## config.mk

```make
export PLATFORM = sky130hd
export DESIGN_NAME = lfu_cache_replace_excluding_recent_top_flat
export DESIGN_NICKNAME = d
export VERILOG_FILES = /design/src/sv/lfucr_pkg.sv /design/src/sv/lfucr_req_if.sv /design/src/sv/lfucr_rsp_if.sv /design/src/sv/lfucr_pick.sv /design/src/sv/lfu_cache_replace_excluding_recent_top.sv /design/src/flat_wrapper.sv
export SDC_FILE = /design/constraint.sdc
export NUM_CORES = 2
export LEC_CHECK = 0
export BUFFER_PORTS_ARGS = -buffer_cell sky130_fd_sc_hd__clkbuf_2
export CAP_MARGIN = 15
export CORE_MARGIN = 2
export CORE_UTILIZATION = 55
export CTS_CLUSTER_DIAMETER = 120
export DETAILED_ROUTE_END_ITERATION = 8
export HOLD_SLACK_MARGIN = 0.03
export PLACE_DENSITY = 0.81
export SLEW_MARGIN = 10
export SYNTH_ARGS = -nofsm -noshare
export SYNTH_HDL_FRONTEND = slang
export SYNTH_SLANG_ARGS = --single-unit
export TNS_END_PERCENT = 100
```

## constraint.sdc

```tcl
create_clock -name clk_i -period 21.5 [get_ports clk_i]
set_input_delay 3.225 -clock clk_i [delete_from_list [all_inputs] [get_ports clk_i]]
set_output_delay 3.225 -clock clk_i [all_outputs]
set_load 0.01 [all_outputs]
```

## src/sv/lfucr_pkg.sv

```systemverilog
// shared constants of the lfu cache replacement directory
package lfucr_pkg;

  localparam int unsigned KEY_W  = 64;
  localparam int unsigned SLOT_W = 4;
  localparam int unsigned RING_W = 5;

  localparam logic [RING_W-1:0] RING_EMPTY = 5'd31;

endpackage

```

## src/sv/lfucr_req_if.sv

```systemverilog
// lookup request channel: one hashed key per beat
interface lfucr_req_if;

  logic                        valid;
  logic                        ready;
  logic [lfucr_pkg::KEY_W-1:0] lookup_key;

  modport source (output valid, output lookup_key, input ready);
  modport sink (input valid, input lookup_key, output ready);

endinterface

```

## src/sv/lfucr_rsp_if.sv

```systemverilog
// lookup response channel: hit flag, slot and eviction flag per beat
interface lfucr_rsp_if;

  logic                         valid;
  logic                         ready;
  logic                         hit;
  logic [lfucr_pkg::SLOT_W-1:0] slot_index;
  logic                         evicted;

  modport source (output valid, output hit, output slot_index, output evicted, input ready);
  modport sink (input valid, input hit, input slot_index, input evicted, output ready);

endinterface

```

## src/sv/lfucr_pick.sv

```systemverilog
// victim tracker: running minimum of use counts over non-recent slots
module lfucr_pick #(
  parameter int unsigned NUM_SLOTS    = 16,
  parameter int unsigned RECENT_DEPTH = 5,
  parameter int unsigned COUNT_BITS   = 16
) (
  input  logic                                                clk_i,
  input  logic                                                rst_ni,
  input  logic                                                clear_i,
  input  logic                                                step_i,
  input  logic [$clog2(NUM_SLOTS)-1:0]                        idx_i,
  input  logic [COUNT_BITS-1:0]                               cnt_i,
  input  logic [RECENT_DEPTH-1:0][lfucr_pkg::RING_W-1:0]      ring_i,
  output logic [$clog2(NUM_SLOTS)-1:0]                        victim_o
);

  localparam int unsigned IDXW = $clog2(NUM_SLOTS);
  localparam int unsigned CMPW = (IDXW > lfucr_pkg::RING_W) ? IDXW : lfucr_pkg::RING_W;

  logic [COUNT_BITS:0] best_q, best_d;
  logic [IDXW-1:0]     victim_q, victim_d;
  logic                recent;
  logic                cand;

  always_comb begin
    recent = 1'b0;
    for (int k = 0; k < RECENT_DEPTH; k++) begin
      if (ring_i[k] != lfucr_pkg::RING_EMPTY && CMPW'(ring_i[k]) == CMPW'(idx_i)) begin
        recent = 1'b1;
      end
    end
  end

  assign cand     = step_i && !recent && ({1'b0, cnt_i} < best_q);
  assign victim_o = cand ? idx_i : victim_q;

  always_comb begin
    best_d   = best_q;
    victim_d = victim_q;
    if (clear_i) begin
      best_d   = {1'b1, {COUNT_BITS{1'b0}}};
      victim_d = '0;
    end else if (cand) begin
      best_d   = {1'b0, cnt_i};
      victim_d = idx_i;
    end
  end

  always_ff @(posedge clk_i or negedge rst_ni) begin
    if (!rst_ni) begin
      best_q   <= {1'b1, {COUNT_BITS{1'b0}}};
      victim_q <= '0;
    end else begin
      best_q   <= best_d;
      victim_q <= victim_d;
    end
  end

endmodule

```

## src/sv/lfu_cache_replace_excluding_recent_top.sv

```systemverilog
// Fully associative cache directory with lfu replacement that skips the most recently used
// slots. Each request beat carries one 64-bit key; the block walks the tag and count memories
// one slot per cycle, comparing the key and tracking the least used non-recent slot in the same
// pass. A hit ends the scan at the matching slot, a miss ends it after the last slot; an update
// step then writes the slot memories once the output register is free, and only then does the
// block return to idle for a new request. The single read port of the slot memories keeps the
// walk sequential. A new request is taken while a finished response still waits on the output.
module lfu_cache_replace_excluding_recent_top #(
  parameter int unsigned NUM_SLOTS    = 16,
  parameter int unsigned RECENT_DEPTH = 5,
  parameter int unsigned COUNT_BITS   = 16
) (
  input  logic           clk_i,
  input  logic           rst_ni,
  lfucr_req_if.sink      req_i,
  lfucr_rsp_if.source    rsp_o
);

  localparam int unsigned IDXW = $clog2(NUM_SLOTS);
  localparam int unsigned PTRW = (RECENT_DEPTH > 1) ? $clog2(RECENT_DEPTH) : 1;
  localparam logic [IDXW-1:0] LAST_IDX = IDXW'(NUM_SLOTS - 1);
  localparam logic [PTRW-1:0] LAST_PTR = PTRW'(RECENT_DEPTH - 1);

  typedef enum logic [1:0] {
    ST_IDLE,
    ST_SCAN,
    ST_UPDATE
  } state_e;

  state_e                                            state_q;
  logic [lfucr_pkg::KEY_W-1:0]                       key_q;
  logic [IDXW-1:0]                                   rd_idx_q;
  logic                                              issue_done_q;
  logic                                              pipe_vld_q;
  logic [IDXW-1:0]                                   pipe_idx_q;
  logic [IDXW-1:0]                                   sel_idx_q;
  logic                                              sel_hit_q;
  logic [COUNT_BITS-1:0]                             sel_cnt_q;
  logic [NUM_SLOTS-1:0]                              slot_valid_q;
  logic [RECENT_DEPTH-1:0][lfucr_pkg::RING_W-1:0]    ring_q;
  logic [PTRW-1:0]                                   ptr_q;
  logic                                              rsp_valid_q;
  logic                                              rsp_hit_q;
  logic [lfucr_pkg::SLOT_W-1:0]                      rsp_slot_q;
  logic                                              rsp_evicted_q;

  // slot memories
  logic [lfucr_pkg::KEY_W-1:0] tag_mem_q [NUM_SLOTS];
  logic [COUNT_BITS-1:0]       cnt_mem_q [NUM_SLOTS];
  logic [lfucr_pkg::KEY_W-1:0] tag_rd_q;
  logic [COUNT_BITS-1:0]       cnt_rd_q;

  logic                  in_fire;
  logic                  cmp_vld;
  logic [COUNT_BITS-1:0] cnt_eff;
  logic                  pipe_hit;
  logic                  commit;
  logic [COUNT_BITS-1:0] cnt_wr;
  logic [IDXW-1:0]       victim_next;

  assign req_i.ready      = (state_q == ST_IDLE);
  assign in_fire          = req_i.valid && req_i.ready;
  assign rsp_o.valid      = rsp_valid_q;
  assign rsp_o.hit        = rsp_hit_q;
  assign rsp_o.slot_index = rsp_slot_q;
  assign rsp_o.evicted    = rsp_evicted_q;

  // an invalid slot counts as zero whatever its memory holds
  assign cmp_vld  = (state_q == ST_SCAN) && pipe_vld_q;
  assign cnt_eff  = slot_valid_q[pipe_idx_q] ? cnt_rd_q : '0;
  assign pipe_hit = cmp_vld && slot_valid_q[pipe_idx_q] && (tag_rd_q == key_q);
  assign commit   = (state_q == ST_UPDATE) && (!rsp_valid_q || rsp_o.ready);
  assign cnt_wr   = !sel_hit_q ? COUNT_BITS'(1)
                  : ((sel_cnt_q == {COUNT_BITS{1'b1}}) ? sel_cnt_q : sel_cnt_q + 1'b1);

  lfucr_pick #(
    .NUM_SLOTS    (NUM_SLOTS),
    .RECENT_DEPTH (RECENT_DEPTH),
    .COUNT_BITS   (COUNT_BITS)
  ) u_pick (
    .clk_i    (clk_i),
    .rst_ni   (rst_ni),
    .clear_i  (in_fire),
    .step_i   (cmp_vld && !pipe_hit),
    .idx_i    (pipe_idx_q),
    .cnt_i    (cnt_eff),
    .ring_i   (ring_q),
    .victim_o (victim_next)
  );

  always_ff @(posedge clk_i) begin
    tag_rd_q <= tag_mem_q[rd_idx_q];
    cnt_rd_q <= cnt_mem_q[rd_idx_q];
    if (commit) begin
      cnt_mem_q[sel_idx_q] <= cnt_wr;
      if (!sel_hit_q) begin
        tag_mem_q[sel_idx_q] <= key_q;
      end
    end
  end

  always_ff @(posedge clk_i or negedge rst_ni) begin
    if (!rst_ni) begin
      state_q       <= ST_IDLE;
      key_q         <= '0;
      rd_idx_q      <= '0;
      issue_done_q  <= 1'b0;
      pipe_vld_q    <= 1'b0;
      pipe_idx_q    <= '0;
      sel_idx_q     <= '0;
      sel_hit_q     <= 1'b0;
      sel_cnt_q     <= '0;
      slot_valid_q  <= '0;
      ring_q        <= {RECENT_DEPTH{lfucr_pkg::RING_EMPTY}};
      ptr_q         <= '0;
      rsp_valid_q   <= 1'b0;
      rsp_hit_q     <= 1'b0;
      rsp_slot_q    <= '0;
      rsp_evicted_q <= 1'b0;
    end else begin
      if (rsp_valid_q && rsp_o.ready && !commit) begin
        rsp_valid_q <= 1'b0;
      end
      pipe_vld_q <= (state_q == ST_SCAN) && !issue_done_q;
      pipe_idx_q <= rd_idx_q;
      case (state_q)
        ST_IDLE: begin
          if (in_fire) begin
            key_q        <= req_i.lookup_key;
            rd_idx_q     <= '0;
            issue_done_q <= 1'b0;
            state_q      <= ST_SCAN;
          end
        end
        ST_SCAN: begin
          if (!issue_done_q) begin
            if (rd_idx_q == LAST_IDX) begin
              issue_done_q <= 1'b1;
            end else begin
              rd_idx_q <= rd_idx_q + 1'b1;
            end
          end
          if (pipe_hit) begin
            sel_idx_q <= pipe_idx_q;
            sel_hit_q <= 1'b1;
            sel_cnt_q <= cnt_eff;
            state_q   <= ST_UPDATE;
          end else if (cmp_vld && pipe_idx_q == LAST_IDX) begin
            sel_idx_q <= victim_next;
            sel_hit_q <= 1'b0;
            state_q   <= ST_UPDATE;
          end
        end
        ST_UPDATE: begin
          if (commit) begin
            rsp_valid_q   <= 1'b1;
            rsp_hit_q     <= sel_hit_q;
            rsp_slot_q    <= lfucr_pkg::SLOT_W'(sel_idx_q);
            rsp_evicted_q <= !sel_hit_q && slot_valid_q[sel_idx_q];
            slot_valid_q[sel_idx_q] <= 1'b1;
            for (int k = 0; k < RECENT_DEPTH; k++) begin
              if (PTRW'(k) == ptr_q) begin
                ring_q[k] <= lfucr_pkg::RING_W'(sel_idx_q);
              end
            end
            ptr_q   <= (ptr_q == LAST_PTR) ? '0 : ptr_q + 1'b1;
            state_q <= ST_IDLE;
          end
        end
        default: begin
          state_q <= ST_IDLE;
        end
      endcase
    end
  end

`ifndef SYNTH
  // a response only appears out of the update step
  assert property (@(posedge clk_i) disable iff (!rst_ni)
    $rose(rsp_valid_q) |-> $past(state_q) == ST_UPDATE)
    else $error("response raised outside update");

  // the slot just reported is marked valid from then on
  assert property (@(posedge clk_i) disable iff (!rst_ni)
    $rose(rsp_valid_q) |-> slot_valid_q[sel_idx_q])
    else $error("reported slot not marked valid");

  // ring pointer never leaves the ring
  assert property (@(posedge clk_i) disable iff (!rst_ni)
    ptr_q <= LAST_PTR)
    else $error("ring pointer out of range");
`endif

endmodule

```

## src/flat_wrapper.sv

```systemverilog
// flat-port wrapper written by rule: the top's interface ports become plain ports
module lfu_cache_replace_excluding_recent_top_flat 
#(
  parameter int unsigned NUM_SLOTS    = 16,
  parameter int unsigned RECENT_DEPTH = 5,
  parameter int unsigned COUNT_BITS   = 16
)
  (clk_i, rst_ni, req_i_valid, req_i_lookup_key, req_i_ready, rsp_o_valid, rsp_o_hit, rsp_o_slot_index, rsp_o_evicted, rsp_o_ready);
  lfucr_req_if req_i_i ();
  lfucr_rsp_if rsp_o_i ();
  input  logic clk_i;
  input  logic rst_ni;
  input wire logic [$bits(req_i_i.valid)-1:0] req_i_valid;
  input wire logic [$bits(req_i_i.lookup_key)-1:0] req_i_lookup_key;
  output wire logic [$bits(req_i_i.ready)-1:0] req_i_ready;
  output wire logic [$bits(rsp_o_i.valid)-1:0] rsp_o_valid;
  output wire logic [$bits(rsp_o_i.hit)-1:0] rsp_o_hit;
  output wire logic [$bits(rsp_o_i.slot_index)-1:0] rsp_o_slot_index;
  output wire logic [$bits(rsp_o_i.evicted)-1:0] rsp_o_evicted;
  input wire logic [$bits(rsp_o_i.ready)-1:0] rsp_o_ready;
  assign req_i_i.valid = req_i_valid;
  assign req_i_i.lookup_key = req_i_lookup_key;
  assign req_i_ready = req_i_i.ready;
  assign rsp_o_valid = rsp_o_i.valid;
  assign rsp_o_hit = rsp_o_i.hit;
  assign rsp_o_slot_index = rsp_o_i.slot_index;
  assign rsp_o_evicted = rsp_o_i.evicted;
  assign rsp_o_i.ready = rsp_o_ready;
  lfu_cache_replace_excluding_recent_top #(.NUM_SLOTS(NUM_SLOTS), .RECENT_DEPTH(RECENT_DEPTH), .COUNT_BITS(COUNT_BITS)) u_core (.clk_i(clk_i), .rst_ni(rst_ni), .req_i(req_i_i), .rsp_o(rsp_o_i));
endmodule
```

==> metrics.cfg <==
[route]
dr_total_vias = 28800
routedWlPerCell_um = 30.4
first_pass_iters = 6
drc_errors = 0
post_drt_via_cell_ratio = 6.47
postRouteAntennaNets = 0
wl_um = 136000
first_iter_violations = 3724

[finish]
final_nets = 3029
drive_gt1_share_pct = 28.6
area_growth_pct = 12.1
diodes = 0
post-route-util_pct = 62.2

[clock_network]
cts_tree = built
cts_buffer_depth = 3
cts_buffers = 147
cts_root_buf = clkbuf_16
cts-resized-gates = 0
cts.reportedPaths.clkPinSlew_ps = 60
hold_buffers = 0
htreeDepth = 4
postCtsSetupBuffers = 0
clk_latency_ps = 760
cts.sinks = 1529

[timing]
skew_ps = 55.6
period_needed_ps = 6230
max_freq_mhz = 160
rsz0062_at_grt = false
tns_ps = 0
slew_headroom_pct = 20.9
finalCritPeriodShare_pct = 29.0
hold_violations = 0
setup_viol = 0
tightest_slew_ps = 1190
drv_slew = 0

[floorplan]
io_pins = 76
chipWidth_um = 330
initial_core_util_pct = 55.5
core_area_sq_um = 105000
fp.dieH_um = 330
row_count = 119
dieArea_sq_um = 109000

[synth]
yosysSeqAreaShare_pct = 75.8
yosys.cell_types.count = 56
synth_fp_nets = 2882
syn-cell-area_sq_um = 58400
synth.area.top_cells = edfxtp_1, mux4_2, dfrtp_1
synth_edf_count = 1280
synth-seq-cells = 1529
synthCells = 2792
synth.top_cell.area_share_pct = 65.8
yosys_warnings = 0
ys.flop_type = edfxtp_1
syn-mean-instance-area_sq_um = 20.9
synthArstFlopShare_pct = 11.1
synth_area_leader_cell = edfxtp_1

[global_route]
grt_max_degree = 160
first_global_vias = 30200
grt_pass1_wl_um = 202000
grt_usage_pct = 25.6
grt_overflow = 0
antenna_found_initial = 3

[critical_path]
crit_arrival_ps = 6600
worst-path-max-fanout = 41
startpoint = rsp_o_ready
cp-endpoint = u_core.tag_mem_q[9][60]
endpoint_kind = flop
critPathKind = primary input to flop
reg2reg_depth = 12
rr_startpoint = u_core.pipe_idx_q[3]
cp_data_required_time_ps = 21870
r2r_end = u_core.u_pick.best_q[7]
crit_path_start_kind = primary input
reg2reg_setup_slack_ps = 16640

[pwr]
vdd_drop_max_mv = 0.0870
p_leak_nw = 21.6
powerDensity_nw_per_um2 = 109

[min_path]
hp-class = flop to flop
min_path_cells = 1

[run_status]
outcome = completed

[placed_design]
place_hpwl_um = 72900
numPortBuffers = 75
gp_congestion = 0.814

[run]
maxCapViolCount = 0

-- Yosys cell counts, types with 22 or more instances --
| cell type | n |
|---|---|
| nor2_1 | 69 |
| dfxtp_1 | 80 |
| xor2_1 | 52 |
| clkbuf_1 | 91 |
| nand4_1 | 24 |
| inv_1 | 32 |
| mux2_2 | 44 |
| edfxtp_1 | 1280 |
| mux4_2 | 406 |
| xnor2_1 | 42 |
| buf_1 | 31 |
| ha_1 | 22 |
| dfstp_2 | 26 |
| dfrtp_1 | 143 |
| nand2_1 | 250 |
-- where the power goes --
part / leakage [nW] / internal [mW] / switching [mW]
clock network: 2.38 / 1.48 / 1.12
logic: 4.97 / 0.380 / 0.425
registers: 14.2 / 3.48 / 0.284
-- cell usage in the layout, fill, tap and decap left out, drive strengths merged, types with 52 or more instances in the layout --
cell,synthesis,final
nor2,69,69
xor2,52,52
dfrtp,143,143
clkbuf,91,276
nand2,250,250
mux4,406,406
edfxtp,1280,1280
dfxtp,80,80
buf,39,53
mux2,54,54
-- state kept, by name, summed over array words and instances, names as in the netlist, 16 cells and up --
| register | count |
|---|---|
| u_core.sel_cnt_q | 16 |
| u_core.key_q | 64 |
| u_core.slot_valid_q | 16 |
| u_core.u_pick.best_q | 17 |
| u_core.tag_rd_q | 64 |
| u_core.cnt_rd_q | 16 |
| u_core.ring_q | 25 |
| u_core.cnt_mem_q | 256 |
| u_core.tag_mem_q | 1024 |
-- critical path, cell delays in order --
cell and delay, ps:
clkbuf_2 80, nand2b_1 170, nor2b_1 700, nand2_1 190, nor2_1 340, nand2_1 260, nor2_4 860, buf_4 740
-- logic make-up (layout without fill, tap and decap cells) --
group,count (synthesis),in the layout,synth area share [%]
flip-flops,1529,1529,75.8
multiplexers,476,476,17.0
AND/OR/NAND/NOR,469,469,3.70
buffers and inverters,162,433,1.09
XOR/XNOR,94,94,1.41
AO/OA/AOI/OAI,40,40,0.473
adder cells (fa/ha/maj),22,22,0.471
-- metrics by stage --
| stage | area, sq um | cells | power [mW] | hold WS [ps] | setup slack (ps) |
|---|---|---|---|---|---|
| floorplan | 58400 | 2792 | 4.26 | 352 | 10970 |
| global placement | 60600 | 4179 | 4.55 | 454 | 14880 |
| detailed placement | 60600 | 4179 | 4.60 | 478 | 14680 |
| CTS | 65500 | 4452 | 7.19 | 486 | 15350 |
| global route | 65500 | 4454 | 7.37 | 506 | 15130 |
| finish | 65500 | 4454 | 7.17 | 484 | 15270 |
-- layout make-up --
type	instances	area, sq um
fillers	6597	39800
repair buffers	128	815
flip-flops and latches	1529	44300
well taps	1391	1740
multi-input cells	1101	13600
clock buffers	201	4080
inverters	32	120
clock inverters	72	790
-- how the worst min path moves through the flow --
stage / startpoint / to / slack, ps
detailed placement: u_core.issue_done_q / u_core.pipe_vld_q / 480
global placement: u_core.issue_done_q / u_core.pipe_vld_q / 450
finish: u_core.cnt_rd_q[5] / u_core.sel_cnt_q[5] / 480
floorplan: u_core.rd_idx_q[3] / u_core.pipe_idx_q[3] / 350
CTS: u_core.issue_done_q / u_core.pipe_vld_q / 490
global route: u_core.issue_done_q / u_core.pipe_vld_q / 510
-- layer usage --
layer | wire (um) | track usage, % | vias up
met5 | 13 | 0 | -
met1 | 49000 | 33.0 | 15200
met4 | 5460 | 10.5 | 2
met2 | 70400 | 43.6 | 1721
met3 | 10700 | 4.27 | 328
li1 | - | - | 11500
Power figures use the tool's default switching activity.
